## config.mk

```make
export PLATFORM = sky130hd
export DESIGN_NAME = ordered_list_table_unit_flat
export DESIGN_NICKNAME = d
export VERILOG_FILES = /design/src/sv/olt_pkg.sv /design/src/sv/olt_ifs.sv /design/src/sv/olt_cell.sv /design/src/sv/olt_chain.sv /design/src/sv/ordered_list_table_unit.sv /design/src/flat_wrapper.sv
export SDC_FILE = /design/constraint.sdc
export NUM_CORES = 2
export LEC_CHECK = 0
export ABC_AREA = 1
export BUFFER_PORTS_ARGS = -buffer_cell sky130_fd_sc_hd__buf_2
export CORE_UTILIZATION = 50
export DETAILED_ROUTE_END_ITERATION = 10
export GPL_TIMING_DRIVEN = 0
export HOLD_SLACK_MARGIN = 0.03
export MAX_ROUTING_LAYER = met4
export PLACE_DENSITY = 0.71
export SLEW_MARGIN = 20
export SYNTH_ARGS = -nofsm -noshare
export SYNTH_HDL_FRONTEND = slang
export SYNTH_SLANG_ARGS = --single-unit
```

## constraint.sdc

```tcl
create_clock -name clk_i -period 10.7 [get_ports clk_i]
set_input_delay 0 -clock clk_i [delete_from_list [all_inputs] [get_ports clk_i]]
set_output_delay 0 -clock clk_i [all_outputs]
set_load 0.01 [all_outputs]
```

## src/sv/olt_pkg.sv

```systemverilog
// shared types, constants and helpers of the ordered list table
// no dependencies
package olt_pkg;

  localparam int CAPACITY  = 16;
  localparam int KEY_WIDTH = 32;
  localparam int IN_KEY_W  = 32;
  localparam int OUT_CNT_W = 5;
  localparam int CNT_W     = $clog2(CAPACITY + 1);
  localparam int CFG_IDX_W = 2;

  typedef logic signed [KEY_WIDTH-1:0] key_t;

  typedef enum logic [1:0] {
    FUNC_INSERT = 2'd0,
    FUNC_REMOVE = 2'd1,
    FUNC_SEARCH = 2'd2
  } func_e;

  typedef enum logic [1:0] {
    STAT_OK   = 2'd0,
    STAT_DUP  = 2'd1,
    STAT_FULL = 2'd2
  } status_e;

  typedef enum logic [1:0] {
    CMD_HOLD,
    CMD_INSERT,
    CMD_SHIFT_OUT
  } cmd_e;

  typedef enum logic [1:0] {
    ST_IDLE,
    ST_EXEC,
    ST_REMOVE
  } state_e;

  localparam logic [CFG_IDX_W-1:0] REG_SORTED_MODE   = CFG_IDX_W'(0);
  localparam logic [CFG_IDX_W-1:0] REG_ALLOW_REPEATS = CFG_IDX_W'(1);

  // broadcast to every cell of the chain
  typedef struct packed {
    cmd_e  cmd;
    func_e func;
    logic  sorted;
  } cell_ctl_t;

  // summary gathered from the chain
  typedef struct packed {
    logic             any_match;
    logic [CNT_W-1:0] position;
  } chain_stat_t;

  // low KEY_WIDTH bits of the port key, two's complement
  function automatic key_t to_key(input logic [IN_KEY_W-1:0] raw);
    return key_t'(signed'(raw));
  endfunction

endpackage

```

## src/sv/olt_ifs.sv

```systemverilog
// handshake channels of the ordered list table: items in, results out, config writes
// depends on olt_pkg
interface olt_in_if import olt_pkg::*; ();
  logic                valid;
  logic                ready;
  logic [1:0]          func;
  logic [IN_KEY_W-1:0] key;

  modport source (output valid, func, key, input ready);
  modport sink   (input valid, func, key, output ready);
endinterface

interface olt_out_if import olt_pkg::*; ();
  logic                 valid;
  logic                 ready;
  logic [1:0]           status;
  logic [OUT_CNT_W-1:0] removed_count;
  logic [OUT_CNT_W-1:0] position;
  logic [OUT_CNT_W-1:0] entry_count;
  logic                 empty_res;

  modport source (output valid, status, removed_count, position, entry_count, empty_res,
                  input ready);
  modport sink   (input valid, status, removed_count, position, entry_count, empty_res,
                  output ready);
endinterface

interface olt_cfg_if import olt_pkg::*; ();
  logic                 valid;
  logic                 ready;
  logic [CFG_IDX_W-1:0] reg_index;
  logic                 wdata;

  modport source (output valid, reg_index, wdata, input ready);
  modport sink   (input valid, reg_index, wdata, output ready);
endinterface

```

## src/sv/olt_cell.sv

```systemverilog
// one slot of the list: key, occupancy bit and the compare against the broadcast key
// depends on olt_pkg
module olt_cell import olt_pkg::*; (
  input  logic      clk_i,
  input  logic      rst_ni,
  input  cell_ctl_t ctl_i,
  input  key_t      key_i,
  input  key_t      left_entry_i,
  input  logic      left_valid_i,
  input  key_t      right_entry_i,
  input  logic      right_valid_i,
  input  logic      before_i,
  output key_t      entry_o,
  output logic      valid_o,
  output logic      before_o,
  output logic      match_o,
  output logic      pos_bit_o
);

  key_t entry_q, entry_d;
  logic valid_q, valid_d;
  logic eq, gt, ge, hit;

  always_comb begin
    eq = valid_q && (entry_q == key_i);
    gt = valid_q && (entry_q > key_i);
    ge = gt || eq;
    unique case (ctl_i.func)
      FUNC_INSERT: hit = !valid_q || (ctl_i.sorted ? gt : eq);
      FUNC_SEARCH: hit = ctl_i.sorted ? ge : eq;
      FUNC_REMOVE: hit = eq;
      default:     hit = 1'b0;
    endcase
  end

  assign before_o  = before_i || hit;
  assign match_o   = eq;
  assign pos_bit_o = valid_q && !(before_i || hit);
  assign entry_o   = entry_q;
  assign valid_o   = valid_q;

  always_comb begin
    entry_d = entry_q;
    valid_d = valid_q;
    unique case (ctl_i.cmd)
      CMD_INSERT: begin
        // cells past the insert point take the left neighbor
        if (before_i) begin
          entry_d = left_entry_i;
          valid_d = left_valid_i;
        end else if (hit) begin
          entry_d = key_i;
          valid_d = 1'b1;
        end
      end
      CMD_SHIFT_OUT: begin
        // first match and everything after it pull from the right
        if (before_i || hit) begin
          entry_d = right_entry_i;
          valid_d = right_valid_i;
        end
      end
      CMD_HOLD: begin
      end
      default: begin
      end
    endcase
  end

  always_ff @(posedge clk_i or negedge rst_ni) begin
    if (!rst_ni) begin
      valid_q <= 1'b0;
    end else begin
      valid_q <= valid_d;
    end
  end

  always_ff @(posedge clk_i) begin
    entry_q <= entry_d;
  end

endmodule

```

## src/sv/olt_chain.sv

```systemverilog
// row of CAPACITY cells with neighbor links and the match and position summary
// depends on olt_pkg and olt_cell
module olt_chain import olt_pkg::*; (
  input  logic        clk_i,
  input  logic        rst_ni,
  input  cell_ctl_t   ctl_i,
  input  key_t        key_i,
  output chain_stat_t stat_o
);

  key_t                entry [CAPACITY];
  logic [CAPACITY-1:0] valid;
  logic [CAPACITY:0]   passed;
  logic [CAPACITY-1:0] match;
  logic [CAPACITY-1:0] pos_bit;

  assign passed[0] = 1'b0;

  for (genvar i = 0; i < CAPACITY; i++) begin : g_cell
    key_t left_entry, right_entry;
    logic left_valid, right_valid;

    if (i == 0) begin : g_head
      assign left_entry = key_i;
      assign left_valid = 1'b0;
    end else begin : g_link_l
      assign left_entry = entry[i-1];
      assign left_valid = valid[i-1];
    end

    if (i == CAPACITY - 1) begin : g_tail
      assign right_entry = key_i;
      assign right_valid = 1'b0;
    end else begin : g_link_r
      assign right_entry = entry[i+1];
      assign right_valid = valid[i+1];
    end

    olt_cell u_cell (
      .clk_i        (clk_i),
      .rst_ni       (rst_ni),
      .ctl_i        (ctl_i),
      .key_i        (key_i),
      .left_entry_i (left_entry),
      .left_valid_i (left_valid),
      .right_entry_i(right_entry),
      .right_valid_i(right_valid),
      .before_i     (passed[i]),
      .entry_o      (entry[i]),
      .valid_o      (valid[i]),
      .before_o     (passed[i+1]),
      .match_o      (match[i]),
      .pos_bit_o    (pos_bit[i])
    );
  end

  assign stat_o.any_match = |match;
  assign stat_o.position  = CNT_W'($countones(pos_bit));

endmodule

```

## src/sv/ordered_list_table_unit.sv

```systemverilog
// ordered list table: insert, remove-all-matches and search on up to CAPACITY signed keys
// insert, search and unused codes register their result in ST_EXEC once the output is free
// remove goes on to ST_REMOVE, one matching entry shifted out a cycle, then gives the result
// one item in flight; next item taken once control is idle
// reset: asynchronous active low, list empty, sorted_mode = 1, allow_repeats = 1
// depends on olt_pkg, olt_ifs and olt_chain
module ordered_list_table_unit import olt_pkg::*; (
  input  logic clk_i,
  input  logic rst_ni,
  olt_cfg_if.sink   cfg_i,
  olt_in_if.sink    in_i,
  olt_out_if.source out_o
);

  // control and config registers
  state_e           state_q, state_d;
  func_e            func_q;
  key_t             key_q;
  logic             sorted_q;
  logic             repeats_q;
  logic [CNT_W-1:0] held_q, held_d;
  logic [CNT_W-1:0] rm_cnt_q, rm_cnt_d;

  // result register, parts the two sides
  logic                 out_valid_q;
  status_e              status_q;
  logic [OUT_CNT_W-1:0] removed_q;
  logic [OUT_CNT_W-1:0] position_q;
  logic [OUT_CNT_W-1:0] count_q;
  logic                 empty_q;

  // result being formed this cycle
  logic             res_load;
  status_e          res_status;
  logic [CNT_W-1:0] res_removed;
  logic [CNT_W-1:0] res_pos;

  logic        out_free;
  cell_ctl_t   ctl;
  chain_stat_t stat;

  assign cfg_i.ready = 1'b1;
  assign in_i.ready  = (state_q == ST_IDLE);
  assign out_free    = !out_valid_q || out_o.ready;

  olt_chain u_chain (
    .clk_i (clk_i),
    .rst_ni(rst_ni),
    .ctl_i (ctl),
    .key_i (key_q),
    .stat_o(stat)
  );

  // sequencer: compare in the cells, then commit the shift and the result
  always_comb begin
    state_d     = state_q;
    ctl.cmd     = CMD_HOLD;
    ctl.func    = func_q;
    ctl.sorted  = sorted_q;
    held_d      = held_q;
    rm_cnt_d    = rm_cnt_q;
    res_load    = 1'b0;
    res_status  = STAT_OK;
    res_removed = '0;
    res_pos     = '0;
    unique case (state_q)
      ST_IDLE: begin
        if (in_i.valid) begin
          state_d = ST_EXEC;
        end
      end
      ST_EXEC: begin
        unique case (func_q)
          FUNC_INSERT: begin
            if (out_free) begin
              // duplicate check wins over full
              priority if (!repeats_q && stat.any_match) begin
                res_status = STAT_DUP;
              end else if (held_q == CNT_W'(CAPACITY)) begin
                res_status = STAT_FULL;
              end else begin
                ctl.cmd = CMD_INSERT;
                held_d  = held_q + CNT_W'(1);
              end
              res_load = 1'b1;
              state_d  = ST_IDLE;
            end
          end
          FUNC_REMOVE: begin
            rm_cnt_d = '0;
            state_d  = ST_REMOVE;
          end
          FUNC_SEARCH: begin
            if (out_free) begin
              res_pos  = stat.position;
              res_load = 1'b1;
              state_d  = ST_IDLE;
            end
          end
          default: begin
            // unused code, no change to the list
            if (out_free) begin
              res_load = 1'b1;
              state_d  = ST_IDLE;
            end
          end
        endcase
      end
      ST_REMOVE: begin
        // drop the first match each cycle until none is left
        if (stat.any_match) begin
          ctl.cmd  = CMD_SHIFT_OUT;
          held_d   = held_q - CNT_W'(1);
          rm_cnt_d = rm_cnt_q + CNT_W'(1);
        end else if (out_free) begin
          res_removed = rm_cnt_q;
          res_load    = 1'b1;
          state_d     = ST_IDLE;
        end
      end
      default: begin
        state_d = ST_IDLE;
      end
    endcase
  end

  always_ff @(posedge clk_i or negedge rst_ni) begin
    if (!rst_ni) begin
      state_q     <= ST_IDLE;
      sorted_q    <= 1'b1;
      repeats_q   <= 1'b1;
      held_q      <= '0;
      rm_cnt_q    <= '0;
      out_valid_q <= 1'b0;
    end else begin
      state_q  <= state_d;
      held_q   <= held_d;
      rm_cnt_q <= rm_cnt_d;
      if (cfg_i.valid) begin
        if (cfg_i.reg_index == REG_SORTED_MODE) begin
          sorted_q <= cfg_i.wdata;
        end
        if (cfg_i.reg_index == REG_ALLOW_REPEATS) begin
          repeats_q <= cfg_i.wdata;
        end
      end
      if (res_load) begin
        out_valid_q <= 1'b1;
      end else if (out_o.ready) begin
        out_valid_q <= 1'b0;
      end
    end
  end

  // payload registers
  always_ff @(posedge clk_i) begin
    if (in_i.valid && in_i.ready) begin
      func_q <= func_e'(in_i.func);
      key_q  <= to_key(in_i.key);
    end
    if (res_load) begin
      status_q   <= res_status;
      removed_q  <= OUT_CNT_W'(res_removed);
      position_q <= OUT_CNT_W'(res_pos);
      count_q    <= OUT_CNT_W'(held_d);
      empty_q    <= (held_d == '0);
    end
  end

  assign out_o.valid         = out_valid_q;
  assign out_o.status        = status_q;
  assign out_o.removed_count = removed_q;
  assign out_o.position      = position_q;
  assign out_o.entry_count   = count_q;
  assign out_o.empty_res     = empty_q;

endmodule

```

## src/flat_wrapper.sv

```systemverilog
// flat-port wrapper written by rule: the top's interface ports become plain ports
module ordered_list_table_unit_flat import olt_pkg::*;
  (clk_i, rst_ni, cfg_i_valid, cfg_i_reg_index, cfg_i_wdata, cfg_i_ready, in_i_valid, in_i_func, in_i_key, in_i_ready, out_o_valid, out_o_status, out_o_removed_count, out_o_position, out_o_entry_count, out_o_empty_res, out_o_ready);
  olt_cfg_if cfg_i_i ();
  olt_in_if in_i_i ();
  olt_out_if out_o_i ();
  input  logic clk_i;
  input  logic rst_ni;
  input wire logic [$bits(cfg_i_i.valid)-1:0] cfg_i_valid;
  input wire logic [$bits(cfg_i_i.reg_index)-1:0] cfg_i_reg_index;
  input wire logic [$bits(cfg_i_i.wdata)-1:0] cfg_i_wdata;
  output wire logic [$bits(cfg_i_i.ready)-1:0] cfg_i_ready;
  input wire logic [$bits(in_i_i.valid)-1:0] in_i_valid;
  input wire logic [$bits(in_i_i.func)-1:0] in_i_func;
  input wire logic [$bits(in_i_i.key)-1:0] in_i_key;
  output wire logic [$bits(in_i_i.ready)-1:0] in_i_ready;
  output wire logic [$bits(out_o_i.valid)-1:0] out_o_valid;
  output wire logic [$bits(out_o_i.status)-1:0] out_o_status;
  output wire logic [$bits(out_o_i.removed_count)-1:0] out_o_removed_count;
  output wire logic [$bits(out_o_i.position)-1:0] out_o_position;
  output wire logic [$bits(out_o_i.entry_count)-1:0] out_o_entry_count;
  output wire logic [$bits(out_o_i.empty_res)-1:0] out_o_empty_res;
  input wire logic [$bits(out_o_i.ready)-1:0] out_o_ready;
  assign cfg_i_i.valid = cfg_i_valid;
  assign cfg_i_i.reg_index = cfg_i_reg_index;
  assign cfg_i_i.wdata = cfg_i_wdata;
  assign cfg_i_ready = cfg_i_i.ready;
  assign in_i_i.valid = in_i_valid;
  assign in_i_i.func = in_i_func;
  assign in_i_i.key = in_i_key;
  assign in_i_ready = in_i_i.ready;
  assign out_o_valid = out_o_i.valid;
  assign out_o_status = out_o_i.status;
  assign out_o_removed_count = out_o_i.removed_count;
  assign out_o_position = out_o_i.position;
  assign out_o_entry_count = out_o_i.entry_count;
  assign out_o_empty_res = out_o_i.empty_res;
  assign out_o_i.ready = out_o_ready;
  ordered_list_table_unit u_core (.clk_i(clk_i), .rst_ni(rst_ni), .cfg_i(cfg_i_i), .in_i(in_i_i), .out_o(out_o_i));
endmodule
```

After elaboration in Yosys (flattened, before gate mapping)

Index checks and enable logic that the tools add are counted.

Add/sub/neg operators: 18
Order comparisons: 16
Equality and inequality tests: 60
Muxes and demuxes: 202
Bitwise logic cells: 4
Reductions and logical operators: 164

Operators by type and width:

| kind                                                                    | number |
|---|---|
| 32-bit two-way mux                                                      | 47 |
| 32-bit case mux with 2 select lines                                     | 16 |
| 32-bit equality test                                                    | 16 |
| 32-bit > comparator                                                     | 16 |
| 1-bit two-way mux                                                       | 86 |
| 3-bit AND reduction                                                     | 19 |
| 1-bit logical AND                                                       | 50 |
| 1-bit logical OR                                                        | 48 |
| 1-bit case mux with 3 select lines                                      | 16 |
| 3-bit by 1-bit inequality test with 1-bit output, second input constant | 15 |
| 2-bit by 1-bit inequality test with 1-bit output, second input constant | 19 |
| 5-bit two-way mux                                                       | 7 |
| 1-bit logical NOT                                                       | 34 |
| 1-bit case mux with 2 select lines                                      | 17 |
| 5-bit case mux with 2 select lines                                      | 2 |
| 2-bit two-way mux                                                       | 9 |
| 18-bit OR reduction                                                     | 1 |
| 1-bit by 1-bit adder with 2-bit output                                  | 8 |
| 16-bit OR reduction                                                     | 1 |
| 2-bit by 2-bit adder with 3-bit output                                  | 4 |
| 5-bit by 1-bit adder with 5-bit output, second input constant           | 2 |
| 3-bit by 3-bit adder with 4-bit output                                  | 2 |
| 2-bit by 1-bit equality test with 1-bit output, second input constant   | 4 |
| 2-bit equality test, second input constant                              | 3 |
| 12 further kinds                                                        | 22 |

Flip-flop bits (word level): 595
Input port bits: 42
Output and inout bits: 21
Logic and storage cells: 510

Longest topological paths before layout

Word-level depth: 26
Gate-level depth with buffers: 42

Cells and area by module

A second synthesis with hierarchy kept.

Cell total of the unflattened synthesis: 5,919
Area total of the unflattened synthesis: 46,074.2 um^2

Modules (own cells, without submodules):

| module                                          | times used | cells each | area an instance (um^2) | sequential area each (um^2) |
|---|---|---|---|---|
| olt_cell at u_core.u_chain.g_cell[0].u_cell ... | 15         | 350        | 2,671.3                 | 985.9 |
| ordered_list_table_unit                         | 1          | 252        | 2,869.0                 | 1,939.4 |
| olt_cell at u_core.u_chain.g_cell[14].u_cell    | 1          | 347        | 2,655.0                 | 985.9 |
| olt_chain                                       | 1          | 70         | 480.5                   | 0.0 |

Worst setup path before layout

Ideal clock, no wire load.

Path kind: register to register
Start: reg u_core.key_q[31]
End: reg u_core.position_q[2], in the netlist u_core.out_o.position[2], data pin
Arrival: 6,167 ps
Required time: 10,440 ps
Path slack: 4,273 ps
Stages on the path, launching flop included: 35
Period minus slack after synthesis: 6,427 ps
Path through: edfxtp_1 -> inv_1 -> ha_1 -> nand2_1 -> nor2_1 -> nand2_1 -> nor4_2 -> and2_1 -> nor2_1 -> nand3_1 -> nand2_1 -> nand2_1 -> nand2_1 -> nand2_4 -> nand4_4 -> nor2_4 -> nand4_2 -> nor2_4 -> nand4_4 -> nor2_8 -> nand2_2 -> buf_6 -> buf_6 -> nor2_1 -> fa_1 -> fa_1 -> inv_1 -> fa_1 -> inv_1 -> fa_1 -> ha_1 -> inv_1 -> fa_1 -> nor2_1 -> nor3b_1

Longest elaborated chain between the ends: 26
Elaborated cells between the ends (all ways): 206
Those cells by class: add/sub (15); order compare (16); eq/ne (16); mux (48); reduce/logical (111)

Ends and longest elaborated chain:

| what                                                           | RTL line                       | source |
|---|---|---|
| start: declaration                                             | ordered_list_table_unit.sv:18  | `key_t key_q;` |
| start signal: assignment                                       | ordered_list_table_unit.sv:159 | `key_q <= to_key(in_i.key);` |
| 32-bit > comparator or 32-bit equality test (tied branches)    | olt_cell.sv:26, olt_cell.sv:25 |  |
| 1-bit logical AND, on equally long branches                    | olt_cell.sv:26, olt_cell.sv:25 |  |
| 1-bit logical OR or 1-bit two-way mux (tied branches)          | olt_cell.sv:27, olt_cell.sv:29 |  |
| 1-bit two-way mux or 1-bit logical OR (tied branches)          | olt_cell.sv:30, olt_cell.sv:29 |  |
| 1-bit case mux with 3 select lines                             | olt_cell.sv:28                 | `unique case (ctl_i.func)` |
| 1-bit logical OR (14 in series)                                | olt_cell.sv:36, olt_cell.sv:38 |  |
| 1-bit logical OR                                               | -                              |  |
| 1-bit logical NOT                                              | olt_cell.sv:38                 | `assign pos_bit_o = valid_q && !(before_i \|\| hit);` |
| 1-bit logical AND                                              | olt_cell.sv:38                 |  |
| 1-bit by 1-bit adder with 2-bit output (implied by the code)   | olt_chain.sv:58                | `assign stat_o.position = CNT_W'($countones(pos_bit));` |
| 2-bit by 2-bit adder with 3-bit output (implied by the code)   | olt_chain.sv:58                |  |
| 3-bit by 3-bit adder with 4-bit output (implied by the code)   | olt_chain.sv:58                |  |
| 4-bit by 4-bit adder with 5-bit output (implied by the code) * | olt_chain.sv:58                |  |
| end signal: assignment                                         | ordered_list_table_unit.sv:164 | `position_q <= OUT_CNT_W'(res_pos);` |
| end: declaration                                               | ordered_list_table_unit.sv:28  | `logic [OUT_CNT_W-1:0] position_q;` |

Every way passes the cells marked *; elsewhere a longest branch is shown, timed or not.
A chain may end at the register's enable or synchronous reset.

Worst setup path after layout

Start: reg u_core.key_q[31]
End: reg u_core.position_q[4], in the netlist u_core.out_o.position[4], data pin

Same word-level chain as after synthesis.

==> impl_metrics.csv <==
group,metric,value,unit
timing,whs,0.0591,ns
die,initial_utilization,0.504,
clock_network,htree_levels,3,
clock_network,cts_resized,0,
die,dieWidth,290,µm
die,coreArea,82000,µm²
logic_synthesis,synthArstFlopShare,0.0521,
route,drc,0,
worst_hold_path,worstHoldPathType,"in2async",
logic_synthesis,yosys.cell_types.count,63,
route,wl_per_cell,22.5,µm
route,drtIter0Drc,3648,
global_routing,grt-ovfl-total,0,
final_layout,post-route-util,0.561,
setup_path,worstSetupStartpointType,"flop",
power_and_ir_drop,p_clk_frac,0.221,
timing,skew,0.0284,ns
die,pin_count,63,
setup_path,crit_top_cell,"nor2_1",
placement,place_congestion,0.989,
clock_network,numCtsBuffers,72,
timing,slew_headroom,0.159,
clock_network,cts_sinks,595,
route,ant_nets,0,
logic_synthesis,ys_seq_area_frac,0.429,
power_and_ir_drop,leakage,18.2,nW
clock_network,post_cts_buffers,0,
placement,io_buffers,61,
global_routing,grt_pass1_vias,34700,
timing,rsz0062_at_grt,"no",
final_layout,drive_gt1_frac,0.0593,
placement,dpl.cell_count,5683,
die,die_area,83800,µm²
setup_path,crit_required,11.19,ns
route,drtPass1Iterations,8,
power_and_ir_drop,intPower,6.24,mW
logic_synthesis,synth_edf_count,564,
timing,hold_viol,0,
logic_synthesis,synth_warnings,0,
clock_network,cts_buffer_depth,3,
setup_path,worstPathArrival,9.35,ns
final_layout,syn2layout_area_growth,11.3,%
route,vias_per_cell,6.11,
logic_synthesis,syn-num-nets,5120,
timing,setup_tns,0,ns
global_routing,grt_pass1_wl,199,mm
timing,setup_viol_count_final,0,
logic_synthesis,synth_ff_type,"edfxtp_1",
setup_path,critPathMaxFanout,17,
power_and_ir_drop,power.net_switching,4.51,mW
route,vias,35800,
clock_network,cts.clk_slew.worst_paths,0.06,ns
timing,min_period_over_period,0.828,
global_routing,grt_usage,0.323,
die,rows,105,
clock_network,cts_root_buffer,"clkbuf_16",
clock_network,cts_tree,"built",
setup_path,critPathKind,"reg2reg",
timing,worst_pin_slew,1.25,ns
setup_path,max_stage_delay,0.75,ns
power_and_ir_drop,pwr-share-seq,0.336,
flow_run,maxCapViolCount,0,
setup_path,endpoint_kind,"flop",
clock_network,clk_latency,0.64,ns
timing,final_max_slew_viol_count,0,
power_and_ir_drop,switching_share,0.420,
power_and_ir_drop,comb_power_share,0.443,
clock_network,postCtsHoldBufs,41,
setup_path,path_buf_inv,6,
timing,fmax,113,MHz
setup_path,crit_family,"simple AND/OR/NAND/NOR gates",
setup_path,critPathSlowestCell,"nor4_1",
route,totalWireLength,132,mm
global_routing,grt_max_degree,35,
final_layout,finalNonFillerCells,5859,
final_layout,n_fill_cell,7389,
timing,fin_crit,8.86,ns
power_and_ir_drop,irDropWorstVdd,155,µV
die,dieHeight,290,µm
power_and_ir_drop,fin_total_pwr,10.8,mW
outcome,status,"completed",
logic_synthesis,synth-seq-cells,595,
logic_synthesis,syn_area,41300,µm²
logic_synthesis,syn_avg_cell_area,9.10,µm²
logic_synthesis,synth_cells,4542,
final_layout,fin_nets,5306,
power_and_ir_drop,p_per_area,234,nW/µm²
placement,hpwlAfterDp,107,mm
global_routing,antenna_found_initial,3,
metal layers:
| metal | up-vias | share of wire | track usage |
|---|---|---|---|
| li1 | 17000 | - | - |
| met1 | 16900 | 0.42 | 0.423 |
| met2 | 1591 | 0.45 | 0.504 |
| met3 | 281 | 0.079 | 0.0390 |
| met4 | 0 | 0.049 | 0.142 |
| met5 | - | 0 | - |
power by group through the flow:
stage	sequential (mW)	combinational, mW	clock [mW]
floorplan	3.54	3.28	0
finish	3.61	4.77	2.37
detailed placement	3.64	4.66	0
global route	3.65	5.29	2.46
global placement	3.66	4.44	0
CTS	3.60	4.70	2.39
cells in the mapped netlist, drive strengths merged, types with 17 or more instances:
cell type / number / area, µm²
ha: 526 / 6580
nor4: 17 / 113
o32ai: 28 / 245
clkbuf: 183 / 687
nand2: 976 / 3680
nor3: 35 / 175
o211ai: 385 / 3020
o221ai: 17 / 149
buf: 64 / 332
nand3: 487 / 2450
nand4: 67 / 455
dfrtp: 29 / 726
o22ai: 41 / 257
edfxtp: 564 / 16900
a21oi: 299 / 1590
nor2: 234 / 922
o21ai: 168 / 841
inv: 310 / 1160
per-stage QoR:
| stage | setup slack, ns | cell area, µm² |
|---|---|---|
| after global placement | 1.33 | 43000 |
| after CTS | 1.93 | 46000 |
| after global routing | 1.37 | 46000 |
| after floorplan | 4.27 | 41300 |
| final | 1.84 | 46000 |
| after detailed placement | 2.00 | 43400 |
worst paths after layout:
path                               startpoint                                        to  slack [ns]  cells after the start
max reg2reg                  u_core.key_q[31]                  u_core.out_o.position[4]        1.84                     30
min reg2reg                u_core.rm_cnt_q[4]                        u_core.rm_cnt_q[4]        0.56                      2
max in group asynchronous              rst_ni  u_core.u_chain.g_cell[14].u_cell.valid_o       10.06                      2
max                          u_core.key_q[31]                  u_core.out_o.position[4]        1.84                     30
min in group clk_i               in_i_key[19]                          u_core.key_q[19]        0.06                      2
min                                    rst_ni   u_core.u_chain.g_cell[0].u_cell.valid_o        0.06                      2
registers in the layout, indices dropped and copies added (netlist names):
signal	count
u_core.u_chain.g_cell.u_cell.valid_o	16
u_core.repeats_q	1
u_core.out_o.empty_res	1
u_core.out_o.valid	1
u_core.out_o.status	2
u_core.out_o.position	5
u_core.out_o.removed_count	5
u_core.u_chain.g_cell.u_cell.entry_o	512
u_core.key_q	32
u_core.func_q	2
u_core.state_q	2
u_core.rm_cnt_q	5
u_core.held_q	5
u_core.sorted_q	1
u_core.out_o.entry_count	5
logic make-up (layout without fill, tap and decap cells):
logic type / after synthesis / count (layout) / share of synthesized area
flops: 595 / 595 / 0.429
fa+ha+maj: 536 / 536 / 0.164
xor+xnor: 7 / 7 / 0.00148
buf+inv: 559 / 803 / 0.0530
simple gates: 1846 / 1846 / 0.194
other cells: 1 / 4 / 0.0000907
compound gates: 998 / 998 / 0.159
layout make-up:
type | instances | area (µm²) | area share
Sequential cell | 595 | 17700 | 0.385
Clock buffer | 93 | 1940 | 0.0422
Buffer | 247 | 1020 | 0.0222
Timing Repair Buffer | 112 | 983 | 0.0214
Inverter | 312 | 1170 | 0.0255
Tap cell | 1070 | 1340 | 0.0291
Clock inverter | 39 | 282 | 0.00612
Multi-Input combinational cell | 3388 | 21500 | 0.468
Antenna cell | 3 | 7.51 | 0.000163
layout by cell type (no fill, tap or decap), types with 5 or more instances in the layout:
cell	instances
nor4_1	16
clkinv_2	12
buf_2	65
nor2_2	6
fa_1	10
o221ai_1	17
o211ai_1	360
dlygate4sd3_1	41
nand3_1	486
o22ai_1	41
ha_1	526
a21oi_2	26
inv_2	11
inv_1	299
o211ai_2	25
o21a_1	15
a211oi_1	10
buf_16	9
edfxtp_1	564
clkinv_1	18
a21oi_1	269
xor2_1	5
nand4_1	64
clkbuf_16	73
dfrtp_1	29
nor3b_1	10
a21o_1	8
buf_1	48
clkbuf_1	197
a221oi_1	5
o21ai_0	164
nor2_1	223
nand2_1	972
o32ai_1	28
nor3_1	35
buf_6	11
a31oi_1	7
Power figures use the tool's default switching activity.
